**src/hdl/u2c_pkg.sv**
```systemverilog
`timescale 1ns / 1ps
package u2c_pkg;

  localparam logic [7:0] QMARK = 8'd63;
  localparam logic [3:0] ST_ACCEPT = 4'd0;
  localparam logic [3:0] ST_REJECT = 4'd1;

  // one result word
  typedef struct packed {
    logic [7:0] cp437_char;
    logic       char_valid;
    logic       run_last;
    logic       string_end;
  } res_t;

  // byte class of a UTF-8 byte
  function automatic logic [3:0] byte_class(input logic [7:0] b);
    logic [3:0] t;
    if (b < 8'h80) t = 4'd0;
    else if (b < 8'h90) t = 4'd1;
    else if (b < 8'hA0) t = 4'd9;
    else if (b < 8'hC0) t = 4'd7;
    else if (b < 8'hC2) t = 4'd8;
    else if (b < 8'hE0) t = 4'd2;
    else if (b == 8'hE0) t = 4'd10;
    else if (b == 8'hED) t = 4'd4;
    else if (b < 8'hF0) t = 4'd3;
    else if (b == 8'hF0) t = 4'd11;
    else if (b < 8'hF4) t = 4'd6;
    else if (b == 8'hF4) t = 4'd5;
    else t = 4'd8;
    return t;
  endfunction

  // automaton transition, 1 = reject
  function automatic logic [3:0] next_state(input logic [3:0] s, input logic [3:0] t);
    logic [3:0] ns;
    ns = ST_REJECT;
    case (s)
      4'd0: begin
        case (t)
          4'd0: ns = 4'd0;
          4'd2: ns = 4'd2;
          4'd3: ns = 4'd3;
          4'd4: ns = 4'd5;
          4'd5: ns = 4'd8;
          4'd6: ns = 4'd7;
          4'd10: ns = 4'd4;
          4'd11: ns = 4'd6;
          default: ns = ST_REJECT;
        endcase
      end
      4'd2: if (t == 4'd1 || t == 4'd7 || t == 4'd9) ns = 4'd0;
      4'd3: if (t == 4'd1 || t == 4'd7 || t == 4'd9) ns = 4'd2;
      4'd4: if (t == 4'd7) ns = 4'd2;
      4'd5: if (t == 4'd1 || t == 4'd9) ns = 4'd2;
      4'd6: if (t == 4'd7 || t == 4'd9) ns = 4'd3;
      4'd7: if (t == 4'd1 || t == 4'd7 || t == 4'd9) ns = 4'd3;
      4'd8: if (t == 4'd1) ns = 4'd3;
      default: ns = ST_REJECT;
    endcase
    return ns;
  endfunction

  // reverse CP437 lookup of a codepoint
  function automatic logic [7:0] map_cp437(input logic [20:0] cp);
    logic [7:0] r;
    r = QMARK;
    if (cp == 21'h0 || (cp >= 21'h20 && cp <= 21'h7E)) r = cp[7:0];
    else begin
      case (cp)
        21'h263A: r = 8'd1;   21'h263B: r = 8'd2;   21'h2665: r = 8'd3;
        21'h2666: r = 8'd4;   21'h2663: r = 8'd5;   21'h2660: r = 8'd6;
        21'h2022: r = 8'd7;   21'h25D8: r = 8'd8;   21'h25CB: r = 8'd9;
        21'h25D9: r = 8'd10;  21'h2642: r = 8'd11;  21'h2640: r = 8'd12;
        21'h266A: r = 8'd13;  21'h266B: r = 8'd14;  21'h263C: r = 8'd15;
        21'h25BA: r = 8'd16;  21'h25C4: r = 8'd17;  21'h2195: r = 8'd18;
        21'h203C: r = 8'd19;  21'h00B6: r = 8'd20;  21'h00A7: r = 8'd21;
        21'h25AC: r = 8'd22;  21'h21A8: r = 8'd23;  21'h2191: r = 8'd24;
        21'h2193: r = 8'd25;  21'h2192: r = 8'd26;  21'h2190: r = 8'd27;
        21'h221F: r = 8'd28;  21'h2194: r = 8'd29;  21'h25B2: r = 8'd30;
        21'h25BC: r = 8'd31;  21'h2302: r = 8'd127;
        21'hC7: r = 8'h80; 21'hFC: r = 8'h81; 21'hE9: r = 8'h82; 21'hE2: r = 8'h83;
        21'hE4: r = 8'h84; 21'hE0: r = 8'h85; 21'hE5: r = 8'h86; 21'hE7: r = 8'h87;
        21'hEA: r = 8'h88; 21'hEB: r = 8'h89; 21'hE8: r = 8'h8A; 21'hEF: r = 8'h8B;
        21'hEE: r = 8'h8C; 21'hEC: r = 8'h8D; 21'hC4: r = 8'h8E; 21'hC5: r = 8'h8F;
        21'hC9: r = 8'h90; 21'hE6: r = 8'h91; 21'hC6: r = 8'h92; 21'hF4: r = 8'h93;
        21'hF6: r = 8'h94; 21'hF2: r = 8'h95; 21'hFB: r = 8'h96; 21'hF9: r = 8'h97;
        21'hFF: r = 8'h98; 21'hD6: r = 8'h99; 21'hDC: r = 8'h9A; 21'hA2: r = 8'h9B;
        21'hA3: r = 8'h9C; 21'hA5: r = 8'h9D; 21'h20A7: r = 8'h9E; 21'h192: r = 8'h9F;
        21'hE1: r = 8'hA0; 21'hED: r = 8'hA1; 21'hF3: r = 8'hA2; 21'hFA: r = 8'hA3;
        21'hF1: r = 8'hA4; 21'hD1: r = 8'hA5; 21'hAA: r = 8'hA6; 21'hBA: r = 8'hA7;
        21'hBF: r = 8'hA8; 21'h2310: r = 8'hA9; 21'hAC: r = 8'hAA; 21'hBD: r = 8'hAB;
        21'hBC: r = 8'hAC; 21'hA1: r = 8'hAD; 21'hAB: r = 8'hAE; 21'hBB: r = 8'hAF;
        21'h2591: r = 8'hB0; 21'h2592: r = 8'hB1; 21'h2593: r = 8'hB2; 21'h2502: r = 8'hB3;
        21'h2524: r = 8'hB4; 21'h2561: r = 8'hB5; 21'h2562: r = 8'hB6; 21'h2556: r = 8'hB7;
        21'h2555: r = 8'hB8; 21'h2563: r = 8'hB9; 21'h2551: r = 8'hBA; 21'h2557: r = 8'hBB;
        21'h255D: r = 8'hBC; 21'h255C: r = 8'hBD; 21'h255B: r = 8'hBE; 21'h2510: r = 8'hBF;
        21'h2514: r = 8'hC0; 21'h2534: r = 8'hC1; 21'h252C: r = 8'hC2; 21'h251C: r = 8'hC3;
        21'h2500: r = 8'hC4; 21'h253C: r = 8'hC5; 21'h255E: r = 8'hC6; 21'h255F: r = 8'hC7;
        21'h255A: r = 8'hC8; 21'h2554: r = 8'hC9; 21'h2569: r = 8'hCA; 21'h2566: r = 8'hCB;
        21'h2560: r = 8'hCC; 21'h2550: r = 8'hCD; 21'h256C: r = 8'hCE; 21'h2567: r = 8'hCF;
        21'h2568: r = 8'hD0; 21'h2564: r = 8'hD1; 21'h2565: r = 8'hD2; 21'h2559: r = 8'hD3;
        21'h2558: r = 8'hD4; 21'h2552: r = 8'hD5; 21'h2553: r = 8'hD6; 21'h256B: r = 8'hD7;
        21'h256A: r = 8'hD8; 21'h2518: r = 8'hD9; 21'h250C: r = 8'hDA; 21'h2588: r = 8'hDB;
        21'h2584: r = 8'hDC; 21'h258C: r = 8'hDD; 21'h2590: r = 8'hDE; 21'h2580: r = 8'hDF;
        21'h3B1: r = 8'hE0; 21'hDF: r = 8'hE1; 21'h393: r = 8'hE2; 21'h3C0: r = 8'hE3;
        21'h3A3: r = 8'hE4; 21'h3C3: r = 8'hE5; 21'hB5: r = 8'hE6; 21'h3C4: r = 8'hE7;
        21'h3A6: r = 8'hE8; 21'h398: r = 8'hE9; 21'h3A9: r = 8'hEA; 21'h3B4: r = 8'hEB;
        21'h221E: r = 8'hEC; 21'h3C6: r = 8'hED; 21'h3B5: r = 8'hEE; 21'h2229: r = 8'hEF;
        21'h2261: r = 8'hF0; 21'hB1: r = 8'hF1; 21'h2265: r = 8'hF2; 21'h2264: r = 8'hF3;
        21'h2320: r = 8'hF4; 21'h2321: r = 8'hF5; 21'hF7: r = 8'hF6; 21'h2248: r = 8'hF7;
        21'hB0: r = 8'hF8; 21'h2219: r = 8'hF9; 21'hB7: r = 8'hFA; 21'h221A: r = 8'hFB;
        21'h207F: r = 8'hFC; 21'hB2: r = 8'hFD; 21'h25A0: r = 8'hFE; 21'hA0: r = 8'hFF;
        default: r = QMARK;
      endcase
    end
    return r;
  endfunction

endpackage

```
**src/hdl/u2c_step.sv**
```systemverilog
`timescale 1ns / 1ps
// Decode step: one byte against the automaton state, gives up to two results.
module u2c_step (
  input  logic [7:0]        byte_in,
  input  logic              string_last,
  input  logic [3:0]        dfa_state,
  input  logic [20:0]       codepoint_acc,
  output logic [3:0]        dfa_state_next,
  output logic [20:0]       codepoint_acc_next,
  output logic [1:0]        count,
  output u2c_pkg::res_t     res0,
  output u2c_pkg::res_t     res1
);
  import u2c_pkg::*;

  logic [3:0]  t;
  logic [7:0]  lead_bits;
  logic [3:0]  ns1, ns2;
  logic [20:0] acc1, acc2;
  logic        retry;

  always_comb begin
    t         = byte_class(byte_in);
    lead_bits = (8'hFF >> t) & byte_in;
    acc1 = (dfa_state != ST_ACCEPT) ? {codepoint_acc[14:0], byte_in[5:0]}
                                    : {13'd0, lead_bits};
    ns1  = next_state(dfa_state, t);
    acc2 = {13'd0, lead_bits};
    ns2  = next_state(ST_ACCEPT, t);
    retry = (ns1 == ST_REJECT) && (dfa_state != ST_ACCEPT);

    res0 = '0;
    res1 = '0;
    count = 2'd0;
    dfa_state_next     = ns1;
    codepoint_acc_next = acc1;
    // first pass
    if (ns1 == ST_ACCEPT) begin
      res0 = '{map_cp437(acc1), 1'b1, 1'b0, 1'b0};
      count = 2'd1;
    end else if (ns1 == ST_REJECT) begin
      res0 = '{QMARK, 1'b1, 1'b0, 1'b0};
      count = 2'd1;
      dfa_state_next = ST_ACCEPT;
    end
    // second pass from accept
    if (retry) begin
      codepoint_acc_next = acc2;
      dfa_state_next     = ns2;
      if (ns2 == ST_ACCEPT) begin
        res1 = '{map_cp437(acc2), 1'b1, 1'b0, 1'b0};
        count = 2'd2;
      end else if (ns2 == ST_REJECT) begin
        res1 = '{QMARK, 1'b1, 1'b0, 1'b0};
        count = 2'd2;
        dfa_state_next = ST_ACCEPT;
      end
    end
    // string end
    if (string_last) begin
      dfa_state_next     = ST_ACCEPT;
      codepoint_acc_next = '0;
      if (count == 2'd0) begin
        res0  = '{8'd0, 1'b0, 1'b0, 1'b0};
        count = 2'd1;
      end
    end
    if (count == 2'd2) begin
      res1.run_last   = 1'b1;
      res1.string_end = string_last;
    end else begin
      res0.run_last   = 1'b1;
      res0.string_end = string_last;
    end
  end

endmodule

```
**src/hdl/utf8_to_cp437_decoder.sv**
```systemverilog
`timescale 1ns / 1ps
// UTF-8 to CP437 stream decoder. One byte word is taken per cycle while the
// output slot is free and no second result is pending; a word yields zero,
// one or two CP437 words. A byte that gives two results blocks input until
// its second result moves into the output register. Results are registered
// as the byte is accepted. s_tuser flags the string's last byte; results
// carry run_last on tlast and {string_end, char_valid} on tuser.
module utf8_to_cp437_decoder (
  input  logic       clk,
  input  logic       rst,
  input  logic       s_tvalid,
  output logic       s_tready,
  input  logic [7:0] s_tdata,   // byte_in
  input  logic       s_tuser,   // string_last
  output logic       m_tvalid,
  input  logic       m_tready,
  output logic [7:0] m_tdata,   // cp437_char
  output logic       m_tlast,   // run_last
  output logic [1:0] m_tuser    // char_valid, string_end
);
  import u2c_pkg::*;

  logic [3:0]  dfa_state, dfa_state_next;
  logic [20:0] codepoint_acc, codepoint_acc_next;
  logic [1:0]  count;
  res_t        res0, res1;
  res_t        out_reg, pend;
  logic        out_valid, pend_valid;
  logic        accept, adv;

  u2c_step u_step (
    .byte_in(s_tdata), .string_last(s_tuser),
    .dfa_state(dfa_state), .codepoint_acc(codepoint_acc),
    .dfa_state_next(dfa_state_next), .codepoint_acc_next(codepoint_acc_next),
    .count(count), .res0(res0), .res1(res1)
  );

  // output slot frees when empty or taken; pending second result blocks input
  assign adv      = !out_valid || m_tready;
  assign s_tready = adv && !pend_valid;
  assign accept   = s_tvalid && s_tready;

  always_ff @(posedge clk) begin
    if (rst) begin
      dfa_state     <= ST_ACCEPT;
      codepoint_acc <= '0;
      out_valid     <= 1'b0;
      pend_valid    <= 1'b0;
    end else begin
      if (accept) begin
        dfa_state     <= dfa_state_next;
        codepoint_acc <= codepoint_acc_next;
      end
      if (adv) begin
        if (pend_valid) begin
          out_reg    <= pend;
          out_valid  <= 1'b1;
          pend_valid <= 1'b0;
        end else if (accept && count != 2'd0) begin
          out_reg    <= res0;
          out_valid  <= 1'b1;
          pend       <= res1;
          pend_valid <= (count == 2'd2);
        end else begin
          out_valid <= 1'b0;
        end
      end
    end
  end

  assign m_tvalid = out_valid;
  assign m_tdata  = out_reg.cp437_char;
  assign m_tlast  = out_reg.run_last;
  assign m_tuser  = {out_reg.string_end, out_reg.char_valid};

endmodule

```
**config.mk**
```make
export PLATFORM = sky130hd
export DESIGN_NAME = utf8_to_cp437_decoder
export DESIGN_NICKNAME = d
export VERILOG_FILES = /design/src/hdl/u2c_pkg.sv /design/src/hdl/u2c_step.sv /design/src/hdl/utf8_to_cp437_decoder.sv
export SDC_FILE = /design/constraint.sdc
export NUM_CORES = 1
export LEC_CHECK = 0
export BUFFER_PORTS_ARGS = -buffer_cell sky130_fd_sc_hd__buf_2
export CAP_MARGIN = 30
export CORE_AREA = 3 3 136 138
export CTS_CLUSTER_DIAMETER = 60
export DETAILED_ROUTE_END_ITERATION = 7
export DIE_AREA = 0 0 139 141
export HOLD_SLACK_MARGIN = 0.06
export PLACE_DENSITY_LB_ADDON = 0.12
export SETUP_SLACK_MARGIN = 0.2
export SYNTH_ARGS = -nofsm -noshare
export SYNTH_HDL_FRONTEND = slang
export SYNTH_HIERARCHICAL = 1
export SYNTH_SLANG_ARGS = --single-unit
```
**constraint.sdc**
```tcl
create_clock -name clk -period 8.82 [get_ports clk]
set_input_delay 0.441 -clock clk [delete_from_list [all_inputs] [get_ports clk]]
set_output_delay 0.441 -clock clk [all_outputs]
set_load 0.01 [all_outputs]
```
Word-level counts from Yosys, hierarchy flattened --
Memories as Yosys holds them, arrays and structs flattened. Cells that the tools add are included.
Cells by class: magnitude comparators 12, equal/unequal tests 177, shift operators 1, muxes and demuxes 54, bitwise operators 3, reductions and logical operators 26
Operators by type and width (number):
- $eq 21x14->1 const B | 92
- $pmux 8 s160 | 1
- $eq 21x8->1 const B | 55
- $eq 21x10->1 const B | 12
- $mux 4 | 18
- $mux 11 | 6
- $lt 8x8->1 const B | 8
- $eq 8x8->1 const B | 4
- $pmux 4 s8 | 1
- $mux 15 | 2
- $mux 2 | 14
- $eq 21x9->1 const B | 1
- $ge 21x6->1 const B | 1
- $le 21x7->1 const B | 1
- $logic_not 21->1 | 1
- $mux 21 | 1
- $eq 4x3->1 const B | 5
- $mux 9 | 2
- $mux 8 | 2
- $eq 4x1->1 const B | 3
- $logic_not 4->1 | 3
- $and 8x8->8 | 1
- $eq 4x2->1 const B | 2
- $eq 4x4->1 const B | 2
- 15 further kinds | 35
Storage, ports and cells: register bits after elaboration 43, bits in read-only memories 2176, input port bits 13, output and inout bits 13, memories 3
Memories:
- (no name shown) | words 256, bits a word 8, read ports 1, clocked after memory_dff 0, wr ports 0, line u2c_pkg.sv:71 | case (cp)
- (no name shown) | words 16, bits a word 4, read ports 1, clocked after memory_dff 0, wr ports 0, line u2c_pkg.sv:41 | case (t)
- (no name shown) | words 16, bits a word 4, read ports 1, clocked after memory_dff 0, wr ports 0, line u2c_pkg.sv:41

Depth between registers and ports, before layout --
depth in word-level cells 31, mapped depth 19, depth with buffers taken out 14

Hierarchy --
Netlist, hierarchy kept.
By module, submodules not included:
- u2c_step | instances 1, cells an instance 786, area each 4842.1 µm², sequential area each 0.0 µm²
- utf8_to_cp437_decoder | instances 1, cells an instance 159, area each 2079.5 µm², sequential area each 1201.2 µm²

Worst setup path after synthesis --
Ideal clock, no wire load.
path type input port to flip-flop, start in s_tdata[1], end reg out_reg (netlist bit m_tdata[0]) (enable), setup time 393 ps, arrival time 4071 ps, required time 8427 ps, path slack 4356 ps, cell stages on the path 19, path buffers 5, path through buf_6 > buf_6 > nor4b_2 > a211o_1 > a21o_1 > buf_2 > o21ai_0 > a21oi_1 > nor4b_1 > nor3_1 > and2_1 > clkbuf_1 > nand4b_1 > a21o_1 > clkbuf_1 > inv_1 > o21a_1 > nor2_1 > nor3_1
Between the ends: word-level cells in the longest chain between the ends 31, elaborated cells on any way between the ends 58, those cells by class order compare: 8; eq/ne: 9; mux: 27; reduce/logical: 12; memory: 2
Ends and longest elaborated chain:
- start: declaration | line utf8_to_cp437_decoder.sv:13 | input logic [7:0] s_tdata,
- parallel branches: the longest is 12 deep, another holds $lt 8x8->1
- $mux 4 * | line u2c_pkg.sv:19 | if (b < 8'h80) t = 4'd0;
- parallel branches: the longest is 10 deep, another holds $mem_v2 16x4
- $mux 2 * | line u2c_step.sv:47 | if (retry) begin
- $logic_not 2->1 | line u2c_step.sv:63 | if (count == 2'd0) begin
- $mux 2 | line u2c_step.sv:63
- $mux 2 * | line u2c_step.sv:60 | if (string_last) begin
- net count[1] | line utf8_to_cp437_decoder.sv:25 | logic [1:0] count;
- $reduce_bool 2->1 * | line utf8_to_cp437_decoder.sv:59 | end else if (accept && count != 2'd0) begin
- $logic_and 1x1->1 * | line utf8_to_cp437_decoder.sv:59
- $reduce_bool 2->1 (no source line) *
- $reduce_and 3->1 (no source line) *
- end signal: assignment | line utf8_to_cp437_decoder.sv:56 | out_reg <= pend;
- end signal: assignment | line utf8_to_cp437_decoder.sv:60 | out_reg <= res0;
- end: declaration | line utf8_to_cp437_decoder.sv:27 | res_t out_reg, pend;
Mark *: on every way through the listed nets, which the timed path passes. A chain may end at the register's enable or synchronous reset.

==> summary.md <==
| Metric | Value |
|---|---|
| Status | `complete, no violations` |
| Number of global-route vias before repair | `approximately 7,700` |
| Critical Path Max Stage Delay | `1.00 ns` |
| Postcts setup bufs | `0` |
| Rel. slew slack | `25.4%` |
| First-pass GRT wire length | `between 50 and 60 mm` |
| Post-CTS sizing | `0` |
| Clock sinks | `43` |
| CTS tree | `done` |
| Most Frequent Cell on Critical Path | `buf_4` |
| Most frequent cells in the layout | `nor2_1, nand2_1, nor3_1, nand2b_1, nand3_1` |
| Total Routing Usage GR | `35.7%` |
| Setup TNS Final | `0 ns` |
| 1st-iter DRT viols | `1,609` |
| CP startpoint kind | `primary input` |
| Worst slew pin tran | `1.11 ns` |
| Die W | `139 microns` |
| Area of the die | `19,600 sq um` |
| Hold Path Origin | `s_tvalid` |
| Fill count | `1,861` |
| Crit. End Element | `flop` |
| Via count | `about 8,500` |
| Largest net degree at the start of global routing | `53` |
| CTS Buf Count | `5` |
| Final instance area | `7020 sq um` |
| RePlAce Congestion | `1.04` |
| Area of the multi-input gates | `5060 sq um` |
| Register Area | `1080 sq um` |
| Most common cell after layout, fill and taps aside | `nor2_1` |
| Layout cells sized above 1 | `14.3%` |
| Crit path required time | `approximately 8.9 ns` |
| Clock Skews | `0.0130 ns` |
| Achievable frequency | `0.193 GHz` |
| Max Cap Viol | `0` |
| Antenna violations before repair | `1` |
| Final nets | `913` |
| Leak pwr | `2.30 nW` |
| Routed len/inst | `32.3 microns` |
| Hold Buf Count CTS | `0` |
| DP Wirelength | `27.1 mm` |
| Clk slew on worst S/H paths | `0.07 ns` |
| Critical path startpoint | `s_tdata[3]` |
| Port buffer count | `25` |
| R2R Path Start | `dfa_state[0]` |
| Syn_area_per_cell | `7.24 sq um` |
| VDD IR max | `0.114 mV` |
| Final period utilization | `58.8%` |
| P&R area growth vs syn | `5.89%` |
| Yosys warns | `6` |
| PD cells | `108 nW/um^2` |
| Gate Count Post-Synth | `915` |
| DRT Wirelength | `36.4 mm` |
| Drt via density | `7.52` |
| Clock latency on the worst-skew pair | `around 0.29 ns` |
| Worst hold-check path type | `in2reg` |
| Synth Cell Area | `6630 sq um` |
| CORE AREA | `17,300 sq um` |
| Placed Area | `~6800 sq um` |
| Max-slew violation count | `0` |
| Synthesized Nets | `929` |
| Htree depth | `2` |
| Post-layout util | `40.6%` |
| Worst path arrival time | `5.22 ns` |
| CTS root buf | `clkbuf_16` |
| Initial Util | `38.3%` |
| Drt pass-1 iters | `7` |
| Final setup violation count | `0` |
| DRT antenna net count | `0` |
| Crit-path cells | `buf_2 > buf_4 > nor2_1 > a32oi_1 > a21o_1 > buf_4 > nand3_2 > nor3_1 > a22oi_1 > o21ai_1 > nor4_2 > nand4_1 > or3_1 > a31oi_1 > mux2_2` |
| Min Tclk post-route | `roughly 5.2 ns` |
| Slowest-stage cell, CP | `nor3_1` |
| RSZ-0062 raised after global routing | `false` |
| Die height | `141 microns` |
| Maximum clock insertion buffer count | `2` |
| Ports | `26` |
| Total grt overflow | `0` |
| CP top delay family | `simple AND/OR/NAND/NOR gates` |
| Hold Fails Final Rpt | `0` |
| Cell Rows | `between 40 and 50` |
| Drt drc | `0` |
| Worst path buffer plus inverter count | `3` |
| Peak fanout along the critical path | `52` |
| Kind of critical path | `in2reg` |
routing by layer:
layer / part of all wire [%] / up-vias / wire length [microns] / global-route usage (%)
met5: 0.030 / - / 11 / 0
met4: 7.1 / 2 / 2580 / 17.0
met3: 14 / 196 / 5150 / 11.5
met2: 40 / 741 / 14400 / 50.6
met1: 39 / 4015 / 14300 / 48.9
li1: - / 3516 / - / -
metrics by stage:
| stage | hold slack, ns | cells | total power, mW | setup slack [ns] |
|---|---|---|---|---|
| 3_3_place_gp | 0.462 | 1114 | 0.518 | 3.42 |
| 2_1_floorplan | 0.446 | 915 | 0.429 | 4.36 |
| 3_5_place_dp | 0.467 | 1116 | 0.512 | 3.61 |
| 6_report | 0.470 | 1126 | 0.756 | 3.63 |
| 5_1_grt | 0.472 | 1125 | 0.783 | 3.46 |
| 4_1_cts | 0.465 | 1124 | 0.746 | 3.88 |
report_power, final:
group	internal [mW]	leakage (nW)	switching, mW
clock network	0.153	0.0941	0.0803
registers	0.222	0.376	0.00664
logic	0.0846	1.83	0.210
total	0.459	2.30	0.297
cell type report:
type / instances / area share, %
clock buffer: 6 / 2.14
antenna: 1 / 0.0357
sequential: 43 / 15.4
timing repair buffer: 55 / 4.96
clock inverter: 2 / 0.588
multi-input combinational: 780 / 72.1
inverter: 14 / 0.749
tap: 225 / 4.01
tightest hold or removal path, cell delays in order:
cell and delay, ns:
buf_2 0.12, nand4bb_1 0.09, o31ai_1 0.06
registers in the layout (all words and copies together), names as in the netlist:
name	count
codepoint_acc	15
pend	11
pend_valid	1
m_tlast	1
dfa_state	4
m_tvalid	1
m_tdata	8
m_tuser	2
worst paths after layout:
check / cells after the start / end / slack (ns)
setup / recovery: 15 / m_tdata[5] / 3.63
setup reg to reg: 12 / m_tdata[5] / 3.72
hold / removal: 3 / pend_valid / 0.47
hold reg to reg: 2 / codepoint_acc[13] / 0.47
No activity file was read; power rests on OpenSTA's default activity.
